## src/hdl/assert_macros.svh

```systemverilog
// ----------------------------------------------------------------------------
// Assertion macros
// Clocked same-cycle-implication and next-cycle-implication checks.
// ----------------------------------------------------------------------------
`ifndef ASSERT_MACROS_SVH
`define ASSERT_MACROS_SVH

// same-cycle implication, disabled in reset
`define SLE_ASSERT_IMPL(lbl, clk, rst, ante, cons) \
   lbl: assert property (@(posedge clk) disable iff (rst) (ante) |-> (cons)) \
      else $error("assertion failed");

// next-cycle implication, disabled in reset
`define SLE_ASSERT_NEXT(lbl, clk, rst, ante, cons) \
   lbl: assert property (@(posedge clk) disable iff (rst) (ante) |=> (cons)) \
      else $error("assertion failed");

`endif

```

## src/hdl/sle_pkg.sv

```systemverilog
// ----------------------------------------------------------------------------
// sle_pkg
// Shared codes, sequencer states and compare-result type of the list engine.
// ----------------------------------------------------------------------------
package sle_pkg;

   localparam logic [2:0] OP_GET    = 3'd0;
   localparam logic [2:0] OP_LOCATE = 3'd1;
   localparam logic [2:0] OP_INSERT = 3'd2;
   localparam logic [2:0] OP_DELETE = 3'd3;
   localparam logic [2:0] OP_MERGE  = 3'd4;

   localparam logic [1:0] ST_OK    = 2'd0;
   localparam logic [1:0] ST_FULL  = 2'd1;
   localparam logic [1:0] ST_RANGE = 2'd2;

   typedef enum logic [3:0] {
      S_IDLE,
      S_DECODE,
      S_GET_WAIT,
      S_SCAN_RD,
      S_SCAN_CMP,
      S_INS_RD,
      S_INS_WR,
      S_DEL_RD,
      S_DEL_WR,
      S_SORT_OUTER,
      S_SORT_KEY,
      S_SORT_RD,
      S_SORT_CMP,
      S_FINISH
   } state_type;

   typedef struct packed {
      logic eq;   // a == b
      logic gt;   // a > b, signed
   } cmp_res_type;

endpackage

```

## src/hdl/sequential_list_engine_top.sv

```systemverilog
// ----------------------------------------------------------------------------
// sequential_list_engine_top
// Ordered list of signed words with get, locate, insert, delete, merge/sort.
// ----------------------------------------------------------------------------
// Usage:
//  One item on the req_ channel carries operation, position, value and the
//  last-of-merge mark. It is taken when req_valid is high and req_stall low.
//  req_stall is high from acceptance until the sequencer is back in idle,
//  so one item is worked on at a time. Each item yields exactly one item on
//  the rsp_ channel, held in an output register until rsp_stall is low.
//  A new request may be accepted while that result still waits; the next
//  result then waits in the finish step until the output register frees.
// Work per item, all of it through the one element store:
//  get reads one entry, locate scans from the front until a hit or the
//  count, insert shifts the entries from pos up toward the end, delete
//  shifts the entries above pos toward the front, merge appends one value;
//  merge with the last mark then adds the insertion sort over the list.
// Reset (synchronous, active high) empties the list and drops any result.
// The store itself is not cleared; only entries below the count are read.
// ----------------------------------------------------------------------------
module sequential_list_engine_top #(
   parameter int CAPACITY = 64
) (
   input  logic               clock,
   input  logic               reset,
   // request channel
   input  logic               req_valid,
   output logic               req_stall,
   input  logic [2:0]         req_operation,
   input  logic [6:0]         req_position,
   input  logic signed [31:0] req_value,
   input  logic               req_last_of_merge,
   // response channel
   output logic               rsp_valid,
   input  logic               rsp_stall,
   output logic signed [31:0] rsp_read_value,
   output logic [5:0]         rsp_found_index,
   output logic               rsp_found,
   output logic [1:0]         rsp_status,
   output logic [6:0]         rsp_list_length,
   output logic               rsp_is_empty
);

`include "assert_macros.svh"

   // address, count and wide-compare widths
   localparam int AW = (CAPACITY > 1) ? $clog2(CAPACITY) : 1;
   localparam int CW = $clog2(CAPACITY + 1);
   localparam int PW = ((CW > 7) ? CW : 7) + 1;

   sle_pkg::state_type state_ff, state_in;

   // control state
   logic [CW-1:0] cnt_ff, cnt_in;
   logic          rsp_valid_ff, rsp_valid_in;

   // working registers (no reset)
   logic [2:0]         op_ff, op_in;
   logic [6:0]         pos_ff, pos_in;
   logic               last_ff, last_in;
   logic signed [31:0] key_ff, key_in;
   logic [CW-1:0]      i_ff, i_in;
   logic [CW-1:0]      j_ff, j_in;
   logic signed [31:0] res_value_ff, res_value_in;
   logic [5:0]         res_idx_ff, res_idx_in;
   logic               res_found_ff, res_found_in;
   logic [1:0]         status_ff, status_in;

   // output register
   logic signed [31:0] rsp_value_ff, rsp_value_in;
   logic [5:0]         rsp_idx_ff, rsp_idx_in;
   logic               rsp_found_ff, rsp_found_in;
   logic [1:0]         rsp_status_ff, rsp_status_in;
   logic [6:0]         rsp_len_ff, rsp_len_in;
   logic               rsp_empty_ff, rsp_empty_in;

   // memory port
   logic               mem_wr_en;
   logic [AW-1:0]      mem_wr_addr;
   logic signed [31:0] mem_wr_data;
   logic               mem_rd_en;
   logic [AW-1:0]      mem_rd_addr;
   logic signed [31:0] mem_rd_data;

   sle_pkg::cmp_res_type cmp_res;

   // widened views for range checks
   logic [PW-1:0] pos_x, cnt_x, i_x, j_x, cap_x;
   logic [PW-1:0] pos_m1, i_m1, j_m1;
   logic          req_take, rsp_load;

   assign pos_x  = PW'(pos_ff);
   assign cnt_x  = PW'(cnt_ff);
   assign i_x    = PW'(i_ff);
   assign j_x    = PW'(j_ff);
   assign cap_x  = PW'(CAPACITY);
   assign pos_m1 = pos_x - 1'b1;
   assign i_m1   = i_x - 1'b1;
   assign j_m1   = j_x - 1'b1;

   assign req_stall = (state_ff != sle_pkg::S_IDLE);
   assign req_take  = req_valid && !req_stall;
   assign rsp_load  = (state_ff == sle_pkg::S_FINISH) && (!rsp_valid_ff || !rsp_stall);

   sle_store #(
      .DEPTH (CAPACITY),
      .AW    (AW)
   ) u_store (
      .clock   (clock),
      .wr_en   (mem_wr_en),
      .wr_addr (mem_wr_addr),
      .wr_data (mem_wr_data),
      .rd_en   (mem_rd_en),
      .rd_addr (mem_rd_addr),
      .rd_data (mem_rd_data)
   );

   // key holds the request value for locate, the sort key during the sort
   sle_cmp u_cmp (
      .a   (key_ff),
      .b   (mem_rd_data),
      .res (cmp_res)
   );

   always_ff @(posedge clock) begin
      if (reset) begin
         state_ff     <= sle_pkg::S_IDLE;
         cnt_ff       <= '0;
         rsp_valid_ff <= 1'b0;
      end else begin
         state_ff     <= state_in;
         cnt_ff       <= cnt_in;
         rsp_valid_ff <= rsp_valid_in;
      end
   end

   always_ff @(posedge clock) begin
      op_ff         <= op_in;
      pos_ff        <= pos_in;
      last_ff       <= last_in;
      key_ff        <= key_in;
      i_ff          <= i_in;
      j_ff          <= j_in;
      res_value_ff  <= res_value_in;
      res_idx_ff    <= res_idx_in;
      res_found_ff  <= res_found_in;
      status_ff     <= status_in;
      rsp_value_ff  <= rsp_value_in;
      rsp_idx_ff    <= rsp_idx_in;
      rsp_found_ff  <= rsp_found_in;
      rsp_status_ff <= rsp_status_in;
      rsp_len_ff    <= rsp_len_in;
      rsp_empty_ff  <= rsp_empty_in;
   end

   // sequencer
   always_comb begin
      state_in     = state_ff;
      cnt_in       = cnt_ff;
      op_in        = op_ff;
      pos_in       = pos_ff;
      last_in      = last_ff;
      key_in       = key_ff;
      i_in         = i_ff;
      j_in         = j_ff;
      res_value_in = res_value_ff;
      res_idx_in   = res_idx_ff;
      res_found_in = res_found_ff;
      status_in    = status_ff;
      mem_wr_en    = 1'b0;
      mem_wr_addr  = i_ff[AW-1:0];
      mem_wr_data  = key_ff;
      mem_rd_en    = 1'b0;
      mem_rd_addr  = i_ff[AW-1:0];

      case (state_ff)
         sle_pkg::S_IDLE: begin
            if (req_take) begin
               op_in        = req_operation;
               pos_in       = req_position;
               last_in      = req_last_of_merge;
               key_in       = req_value;
               res_value_in = '0;
               res_idx_in   = '0;
               res_found_in = 1'b0;
               status_in    = sle_pkg::ST_OK;
               state_in     = sle_pkg::S_DECODE;
            end
         end
         sle_pkg::S_DECODE: begin
            case (op_ff)
               sle_pkg::OP_GET: begin
                  if (pos_x >= PW'(1) && pos_x <= cnt_x) begin
                     mem_rd_en   = 1'b1;
                     mem_rd_addr = pos_m1[AW-1:0];
                     state_in    = sle_pkg::S_GET_WAIT;
                  end else begin
                     status_in = sle_pkg::ST_RANGE;
                     state_in  = sle_pkg::S_FINISH;
                  end
               end
               sle_pkg::OP_LOCATE: begin
                  i_in     = '0;
                  state_in = sle_pkg::S_SCAN_RD;
               end
               sle_pkg::OP_INSERT: begin
                  if (cnt_x >= cap_x) begin
                     status_in = sle_pkg::ST_FULL;
                     state_in  = sle_pkg::S_FINISH;
                  end else if (pos_x < PW'(1) || pos_x > cnt_x + 1'b1) begin
                     status_in = sle_pkg::ST_RANGE;
                     state_in  = sle_pkg::S_FINISH;
                  end else begin
                     i_in     = cnt_ff;
                     state_in = sle_pkg::S_INS_RD;
                  end
               end
               sle_pkg::OP_DELETE: begin
                  if (pos_x < PW'(1) || pos_x > cnt_x) begin
                     status_in = sle_pkg::ST_RANGE;
                     state_in  = sle_pkg::S_FINISH;
                  end else begin
                     i_in     = pos_x[CW-1:0];
                     state_in = sle_pkg::S_DEL_RD;
                  end
               end
               sle_pkg::OP_MERGE: begin
                  if (cnt_x >= cap_x) begin
                     status_in = sle_pkg::ST_FULL;
                  end else begin
                     mem_wr_en   = 1'b1;
                     mem_wr_addr = cnt_ff[AW-1:0];
                     cnt_in      = cnt_ff + 1'b1;
                  end
                  if (last_ff) begin
                     i_in     = CW'(1);
                     state_in = sle_pkg::S_SORT_OUTER;
                  end else begin
                     state_in = sle_pkg::S_FINISH;
                  end
               end
               default: begin
                  state_in = sle_pkg::S_FINISH;
               end
            endcase
         end
         sle_pkg::S_GET_WAIT: begin
            res_value_in = mem_rd_data;
            res_found_in = 1'b1;
            state_in     = sle_pkg::S_FINISH;
         end
         sle_pkg::S_SCAN_RD: begin
            if (i_x >= cnt_x) begin
               state_in = sle_pkg::S_FINISH;
            end else begin
               mem_rd_en = 1'b1;
               state_in  = sle_pkg::S_SCAN_CMP;
            end
         end
         sle_pkg::S_SCAN_CMP: begin
            if (cmp_res.eq) begin
               res_found_in = 1'b1;
               res_idx_in   = i_x[5:0];
               state_in     = sle_pkg::S_FINISH;
            end else begin
               i_in     = i_ff + 1'b1;
               state_in = sle_pkg::S_SCAN_RD;
            end
         end
         // shift toward the end, from the top down to the insert point
         sle_pkg::S_INS_RD: begin
            if (i_x >= pos_x) begin
               mem_rd_en   = 1'b1;
               mem_rd_addr = i_m1[AW-1:0];
               state_in    = sle_pkg::S_INS_WR;
            end else begin
               mem_wr_en   = 1'b1;
               mem_wr_addr = pos_m1[AW-1:0];
               cnt_in      = cnt_ff + 1'b1;
               state_in    = sle_pkg::S_FINISH;
            end
         end
         sle_pkg::S_INS_WR: begin
            mem_wr_en   = 1'b1;
            mem_wr_data = mem_rd_data;
            i_in        = i_ff - 1'b1;
            state_in    = sle_pkg::S_INS_RD;
         end
         // shift toward the front, from the delete point up
         sle_pkg::S_DEL_RD: begin
            if (i_x < cnt_x) begin
               mem_rd_en = 1'b1;
               state_in  = sle_pkg::S_DEL_WR;
            end else begin
               cnt_in   = cnt_ff - 1'b1;
               state_in = sle_pkg::S_FINISH;
            end
         end
         sle_pkg::S_DEL_WR: begin
            mem_wr_en   = 1'b1;
            mem_wr_addr = i_m1[AW-1:0];
            mem_wr_data = mem_rd_data;
            i_in        = i_ff + 1'b1;
            state_in    = sle_pkg::S_DEL_RD;
         end
         // insertion sort, descending
         sle_pkg::S_SORT_OUTER: begin
            if (i_x >= cnt_x) begin
               state_in = sle_pkg::S_FINISH;
            end else begin
               mem_rd_en = 1'b1;
               state_in  = sle_pkg::S_SORT_KEY;
            end
         end
         sle_pkg::S_SORT_KEY: begin
            key_in   = mem_rd_data;
            j_in     = i_ff;
            state_in = sle_pkg::S_SORT_RD;
         end
         sle_pkg::S_SORT_RD: begin
            if (j_x == '0) begin
               mem_wr_en   = 1'b1;
               mem_wr_addr = j_ff[AW-1:0];
               i_in        = i_ff + 1'b1;
               state_in    = sle_pkg::S_SORT_OUTER;
            end else begin
               mem_rd_en   = 1'b1;
               mem_rd_addr = j_m1[AW-1:0];
               state_in    = sle_pkg::S_SORT_CMP;
            end
         end
         sle_pkg::S_SORT_CMP: begin
            mem_wr_en   = 1'b1;
            mem_wr_addr = j_ff[AW-1:0];
            if (cmp_res.gt) begin
               mem_wr_data = mem_rd_data;
               j_in        = j_ff - 1'b1;
               state_in    = sle_pkg::S_SORT_RD;
            end else begin
               i_in     = i_ff + 1'b1;
               state_in = sle_pkg::S_SORT_OUTER;
            end
         end
         sle_pkg::S_FINISH: begin
            if (rsp_load) begin
               state_in = sle_pkg::S_IDLE;
            end
         end
         default: begin
            state_in = sle_pkg::S_IDLE;
         end
      endcase
   end

   // output register: loads from finish, holds while stalled
   always_comb begin
      rsp_valid_in  = rsp_valid_ff && rsp_stall;
      rsp_value_in  = rsp_value_ff;
      rsp_idx_in    = rsp_idx_ff;
      rsp_found_in  = rsp_found_ff;
      rsp_status_in = rsp_status_ff;
      rsp_len_in    = rsp_len_ff;
      rsp_empty_in  = rsp_empty_ff;
      if (rsp_load) begin
         rsp_valid_in  = 1'b1;
         rsp_value_in  = res_value_ff;
         rsp_idx_in    = res_idx_ff;
         rsp_found_in  = res_found_ff;
         rsp_status_in = status_ff;
         rsp_len_in    = cnt_x[6:0];
         rsp_empty_in  = (cnt_ff == '0);
      end
   end

   assign rsp_valid       = rsp_valid_ff;
   assign rsp_read_value  = rsp_value_ff;
   assign rsp_found_index = rsp_idx_ff;
   assign rsp_found       = rsp_found_ff;
   assign rsp_status      = rsp_status_ff;
   assign rsp_list_length = rsp_len_ff;
   assign rsp_is_empty    = rsp_empty_ff;

   // checks
   `SLE_ASSERT_IMPL(a_cnt_bound, clock, reset, 1'b1, cnt_x <= cap_x)
   `SLE_ASSERT_NEXT(a_busy_after_take, clock, reset, req_take, state_ff != sle_pkg::S_IDLE)
   `SLE_ASSERT_IMPL(a_rsp_from_finish, clock, reset, $rose(rsp_valid_ff), $past(state_ff == sle_pkg::S_FINISH))

endmodule

```

## src/hdl/sle_store.sv

```systemverilog
// ----------------------------------------------------------------------------
// sle_store
// Element memory: one write port, one read port with registered data.
// ----------------------------------------------------------------------------
module sle_store #(
   parameter int DEPTH = 64,
   parameter int AW    = 6
) (
   input  logic               clock,
   input  logic               wr_en,
   input  logic [AW-1:0]      wr_addr,
   input  logic signed [31:0] wr_data,
   input  logic               rd_en,
   input  logic [AW-1:0]      rd_addr,
   output logic signed [31:0] rd_data
);

   logic signed [31:0] mem_ff [DEPTH];
   logic signed [31:0] rd_data_ff;

   always_ff @(posedge clock) begin
      if (wr_en) begin
         mem_ff[wr_addr] <= wr_data;
      end
   end

   always_ff @(posedge clock) begin
      if (rd_en) begin
         rd_data_ff <= mem_ff[rd_addr];
      end
   end

   assign rd_data = rd_data_ff;

endmodule

```

## src/hdl/sle_cmp.sv

```systemverilog
// ----------------------------------------------------------------------------
// sle_cmp
// Shared word comparator: equality for locate, signed greater for the sort.
// ----------------------------------------------------------------------------
module sle_cmp (
   input  logic signed [31:0]  a,
   input  logic signed [31:0]  b,
   output sle_pkg::cmp_res_type res
);

   always_comb begin
      res.eq = (a == b);
      res.gt = (a > b);
   end

endmodule
```

## config.mk

```make
export PLATFORM = sky130hd
export DESIGN_NAME = sequential_list_engine_top
export DESIGN_NICKNAME = d
export VERILOG_FILES = /design/src/hdl/sle_pkg.sv /design/src/hdl/sequential_list_engine_top.sv /design/src/hdl/sle_store.sv /design/src/hdl/sle_cmp.sv
export VERILOG_INCLUDE_DIRS = /design/src /design/src/hdl
export SDC_FILE = /design/constraint.sdc
export NUM_CORES = 2
export LEC_CHECK = 0
export BUFFER_PORTS_ARGS = -buffer_cell sky130_fd_sc_hd__buf_2
export CAP_MARGIN = 5
export CORE_MARGIN = 2
export CORE_UTILIZATION = 55
export CTS_CLUSTER_DIAMETER = 200
export DETAILED_ROUTE_END_ITERATION = 8
export PLACE_DENSITY = 0.74
export SETUP_SLACK_MARGIN = 0.02
export SLEW_MARGIN = 20
export SYNTH_ARGS = -nofsm -noshare
export SYNTH_HDL_FRONTEND = slang
export SYNTH_SLANG_ARGS = --single-unit
```

## constraint.sdc

```tcl
create_clock -name clock -period 6.4 [get_ports clock]
set_input_delay 0.64 -clock clock [delete_from_list [all_inputs] [get_ports clock]]
set_output_delay 0.64 -clock clock [all_outputs]
set_load 0.1 [all_outputs]
```

======== Word-level counts from Yosys, hierarchy flattened ========
Memories as Yosys holds them, arrays and structs flattened. A register that Yosys moved wholly into a read port is not among the register bits.
Index checks and enable logic that the tools add are counted.
cells by class
  $add $sub $neg .......................... 9
  $mul .................................... 0
  divide/modulo/power cells ............... 0
  order comparisons ....................... 10
  eq/ne operators ......................... 39
  shift operators ......................... 0
  mux-type cells .......................... 77
  bitwise logic cells ..................... 0
  reductions and logical operators ........ 36
operators with widths
  cell                 number
  $pmux 32 s2          3
  $mux 32              3
  $mux 7               12
  $mux 6               10
  $pmux 4 s14          1
  $pmux 7 s6           1
  $mux 4               9
  $eq 32x32->1         1
  $gt 32x32->1         1
  $pmux 6 s5           1
  $pmux 7 s4           1
  $eq 4x4->1 const B   6
  $ne 2x2->1 const B   11
  $ne 3x3->1 const B   7
  $pmux 7 s3           1
  $sub 7x1->7 const B  3
  $pmux 4 s5           1
  $pmux 6 s3           1
  $sub 6x1->6 const B  3
  $eq 4x3->1 const B   4
  $mux 1               15
  $add 7x1->7 const B  2
  $ge 7x7->1           2
  $mux 2               7
  41 further kinds     65
storage, ports and cells
  register bits ........................... 159
  latch bits .............................. 0
  bits in writable memories ............... 2048
  memory bits (read-only) ................. 0
  bits of input ports ..................... 47
  output and inout bits ................... 51
  logic and storage cells ................. 191
  memories kept ........................... 1
memory list
  memory          words  width  read ports  clocked after Yosys merged registers in  wr ports  line             RTL
  u_store.mem_ff  64     32     1           1                                        1         sle_store.sv:18  logic signed [31:0] mem_ff [DEPTH];

======== Logic depth before layout (Yosys ltp) ========
  depth in word-level cells ............... 7
  mapped depth ............................ 21
  gate-level depth less buffers ........... 15

======== By module ========
A second synthesis with hierarchy kept.
unflattened totals
  cells, all modules ...................... 4375
  area, all modules ....................... 88875.2 um2
modules (own cells, without submodules)
  module                      times used  cells each  area an instance (um2)  seq. area each (um2)
  sle_store                   1           3504        79251.0                 62459.9
  sequential_list_engine_top  1           757         8779.7                  4654.5
  sle_cmp                     1           114         844.6                   0.0

======== Worst setup path after synthesis ========
Ideal clock, no wire load.
  path type ............................... reg-to-reg
  start ................................... register i_ff[0]
  end ..................................... memory u_store.mem_ff[33][0] (enable)
  setup time .............................. 502 ps
  arrival time ............................ 5805 ps
  required time ........................... 5898 ps
  setup slack ............................. 93 ps
  stages on the path, launching flop included .. 15
  path buffers ............................ 2
  clock period less this slack ............ 6307 ps
  cell sequence ........................... edfxtp_1 -> clkbuf_1 -> inv_1 -> ha_1 -> nand2b_1 -> a211oi_1 -> o31ai_2 -> and2_1 -> clkbuf_1 -> a21o_1 -> nand2_1 -> o2111ai_1 -> nor2_1 -> nand3_1 -> nor4_1
between the ends
  longest elaborated chain between the ends .. 5
  elaborated cells between the ends (all ways) .. 11
  those cells by class .................... add/sub: 1; order compare: 1; mux: 9
RTL lines
  what                          line                               RTL
  from (decl)                   sequential_list_engine_top.sv:62   logic [CW-1:0] i_ff, i_in;
  from (signal assigned)        sequential_list_engine_top.sv:142  i_ff <= i_in;
  $ge 7x7->1                    sequential_list_engine_top.sv:272  if (i_x >= pos_x) begin
  $mux 1                        sequential_list_engine_top.sv:272
  $pmux 1 s4                    sequential_list_engine_top.sv:176  case (state_ff)
  $mux 1                        sle_store.sv:22                    if (wr_en) begin
  $mux 1 (not written as such)  sle_store.sv:23                    mem_ff[wr_addr] <= wr_data;
  to (decl)                     sle_store.sv:18
Several ways; a longest one is shown, not always the timed one.

======== Worst setup path in the final report ========
  start ................................... register i_ff[0]
  end ..................................... register u_store.rd_data_ff[9], in the netlist u_store.rd_data[9], read port of u_store.mem_ff, data pin
between the ends
  longest elaborated chain between the ends .. 3
  elaborated cells between the ends (all ways) .. 13
  those cells by class .................... add/sub: 1; order compare: 3; mux: 9
RTL lines
  what                                             line                                                                  RTL
  $ge 7x7->1, or another cell as far along         sequential_list_engine_top.sv:253, sequential_list_engine_top.sv:308
  $mux 1, or another cell as far along             sequential_list_engine_top.sv:253, sequential_list_engine_top.sv:308
  $pmux 1 s5 / $pmux 6 s3 (equally long branches)  sequential_list_engine_top.sv:176
  to (decl)                                        sle_store.sv:19                                                       logic signed [31:0] rd_data_ff;
Several ways; a longest one is shown, not always the timed one.
A chain may end at the register's enable or synchronous reset.

==> results.md <==
- Resized cells post-CTS: 0
- 1st-pass router iterations: 6
- Die X-Extent: 408.9 um
- Final nets: ~6,500
- Critical Path Fanout Max: 58
- Netlist cell types: 71
- Worst-path clk slew: ~0.070 ns
- First-pass GRT wire length: approximately 380,000 um
- Final HPWL from detailed placement: roughly 160,000 um
- Grt total ovfl: 0
- 1st-iter DRT viols: 9,192
- HP Start: req_value[27]
- Leakage: between 30 and 40 nW
- Residual DRC: 0
- Crit path max-delay family: simple AND/OR/NAND/NOR gates
- Final critical-path share of the clock period: 96.84%
- Worst Tran Pin Value: around 1.1 ns
- Startpoint types: flop
- PD cells: around 540 nW/um^2
- Number of buffers created by CTS: around 210
- Row count: 148
- Crit-path slowest cell: nor4_1
- Met2 GRT Util: 47.79%
- Worst min path class: in -> reg
- Post-layout util: between 60% and 70%
- Most used DFF post-synth: edfxtp_1
- Die Y-Extent: between 400 and 500 um
- WL/cell: 30.77 um
- Async SR Flop Fraction: 0%
- Final Critical Period: slightly above 6 ns
- Pin count of the biggest net entering global routing: between 80 and 90
- Setup violators final: 0
- GP Congestion: 0.9667
- # diodes: 0
- Root Driver: clkbuf_16
- Via/cell ratio: 6.709
- Clk_lat worst skew: 0.88 ns
- CP Data Arrival Time: 6.81 ns
- Worst reg2reg path startpoint: i_ff[0]
- Final Hold Fails: 0
- Crit-path cells: inv_1 -> ha_1 -> nand2b_1 -> a211oi_1 -> o31ai_2 -> and2_1 -> a221oi_2 -> and2_1 -> buf_4 -> nor2_4 -> buf_12 -> and3_1 -> a311o_1 -> nor4_1 -> or4b_1
- PortBufs: just under 100
- Total negative slack: 0 ns
- Crit path top cell by count: and2_1
- Max Cap Viol: 0
- Post-synth EDFFs: approximately 2,200
- Detail Route Antenna Nets: 0
- CTS tree: built
- Die area: about 170,000 um^2
- RSZ-0062 raised after global routing: false
- Sink Count: 2,239
- Worst Path Buf+Inv: 3
- #FFs+latches synth: approximately 2,200
- CP endpoint kind: flop
- Run status: finished clean
- Post-synthesis sequential area ratio: 74.42%
- Yosys Warn Count: 0
- CTS Buffer Depth: 3
- Vias in the first global route: 55,750
- Core Region: 162,800 um^2
- Post-Route Skew: about 0.071 ns
- Met1 Resource Use GR: 41.80%
- Share of cells above drive strength 1: ~14%
- Worst relative slew slack: a little under a quarter
- Met3 Use GR: ~8.8%
- Slowest stage delay, CP: 0.82 ns
- I/O pins: between 90 and 100
- Starting Density: between 50 and 60%
- Post-Synthesis Cells: 6,113
- Tot GR Track Use: 31.52%
- H-tree levels: 4
- Start point of the critical path: i_ff[0]
- Commonest non-fill, non-tap cells in the layout: edfxtp_1, nand2_1, a21oi_1
- Crit Path Class: reg -> reg
- Vias: roughly 58,000
- Initial antenna violation count: 16
- Commonest non-fill, non-tap cell in the layout: edfxtp_1
- Pins Over Slew Limit: 0
- Peak supply drop: between 400 and 500 uV
- Post-synth net total: 6,238
- Syn Area/Cell: 14.75 um^2
- WP data required: about 7 ns
- Area Overhead vs Synth: 13.43%
- Mapped Area: about 90,000 um^2
- FMAX: 0.1613 GHz
- Overall routed net length: 267,800 um
- Gr busiest metal: met2
==> path summary, 6_finish.rpt <==
path | cells past startpoint | end | slack, ns
max | 15 | u_store.rd_data[9] | 0.20
min | 3 | key_ff[27] | 0.07
max reg2reg | 15 | u_store.rd_data[9] | 0.20
min reg2reg | 0 | rsp_read_value[14] | 0.42
==> power by group <==
| group | internal (W) | switching (W) |
|---|---|---|
| logic | 0.00689 | 0.0165 |
| registers | 0.0189 | 0.000455 |
| clock network | 0.00700 | 0.00554 |
==> flip-flops by register name, indices dropped and copies added (netlist names) <==
signal	cells
rsp_list_length	7
i_ff	7
state_ff	4
key_ff	32
res_value_ff	32
rsp_valid	1
op_ff	3
rsp_read_value	32
j_ff	7
pos_ff	7
u_store.rd_data	32
res_idx_ff	6
rsp_is_empty	1
last_ff	1
res_found_ff	1
status_ff	2
rsp_found	1
cnt_ff	7
rsp_status	2
rsp_found_index	6
u_store.mem_ff	2048
==> metrics by stage <==
step	power (W)	cells	hold slack [ns]	setup WS (ns)	cell area (um^2)
finish	0.05527	8701	0.07019	0.2019	102300
global route	0.05693	8701	0.06724	0.1242	102300
CTS	0.05451	8701	0.02619	0.4066	102300
detailed placement	0.04203	8297	0.4045	0.4436	95210
global placement	0.04153	8297	0.4019	0.3094	95210
floorplan	0.03242	6113	0.4003	0.09287	90190
==> cell usage after synthesis, drive strengths merged, types with 23 or more instances <==
cell     instances  area share, %
a2111oi         65           0.63
edfxtp        2227             74
a221oi         173            1.7
and3           129           0.89
buf            210            1.3
a32oi           78           0.76
a22oi          125            1.0
mux2i          254            2.8
ha              76            1.1
mux4            30           0.75
o22ai           36           0.25
a31oi           28           0.19
mux2            34           0.42
clkbuf         213           0.89
o21ai           75           0.42
inv             66           0.27
nand4           40           0.28
a21oi          675            3.7
or3             23           0.16
a211oi         129            1.1
nand2          955            4.0
nand3          135           0.75
nor2           122           0.52
==> worst register-to-register path: stages (launching register included) <==
cell and delay (ns):
edfxtp_1 0.56, inv_1 0.31, ha_1 0.29, nand2b_1 0.15, a211oi_1 0.28, o31ai_2 0.17
and2_1 0.30, a221oi_2 0.63, and2_1 0.65, buf_4 0.35, nor2_4 0.07, buf_12 0.27
and3_1 0.27, a311o_1 0.31, nor4_1 0.82, or4b_1 0.51
==> final cells by class <==
type,count,area [um^2]
clock buffers,251,5473
fillers,11240,60470
repair buffers,443,3724
well taps,2175,2721
flip-flops and latches,2239,67110
multi-input cells,3384,21520
clock inverters,142,1489
inverters,67,251.5
==> timing repair <==
| item | CTS | global route |
|---|---|---|
| endpoints found under the hold margin | 11 | 0 |
| buffers inserted | 0 | 0 |
| hold buffers | 11 | 0 |
==> logic make-up after synthesis <==
group / after synthesis / synth area share, %
AOI/OAI and AO/OA: 1467 / 10.58
DFF: 2239 / 74.42
buffers and inverters: 490 / 2.439
muxes: 318 / 3.993
adders and majority gates: 78 / 1.099
and+or+nand+nor: 1491 / 7.181
xor gates and xnor gates: 30 / 0.2913
==> metal layers <==
metal	share of wire (%)	routed length (um)
met1	35	94600
met2	45	120100
met3	14	36830
met4	6.0	16080
met5	0.040	107
(Power assumes the default switching activity.)
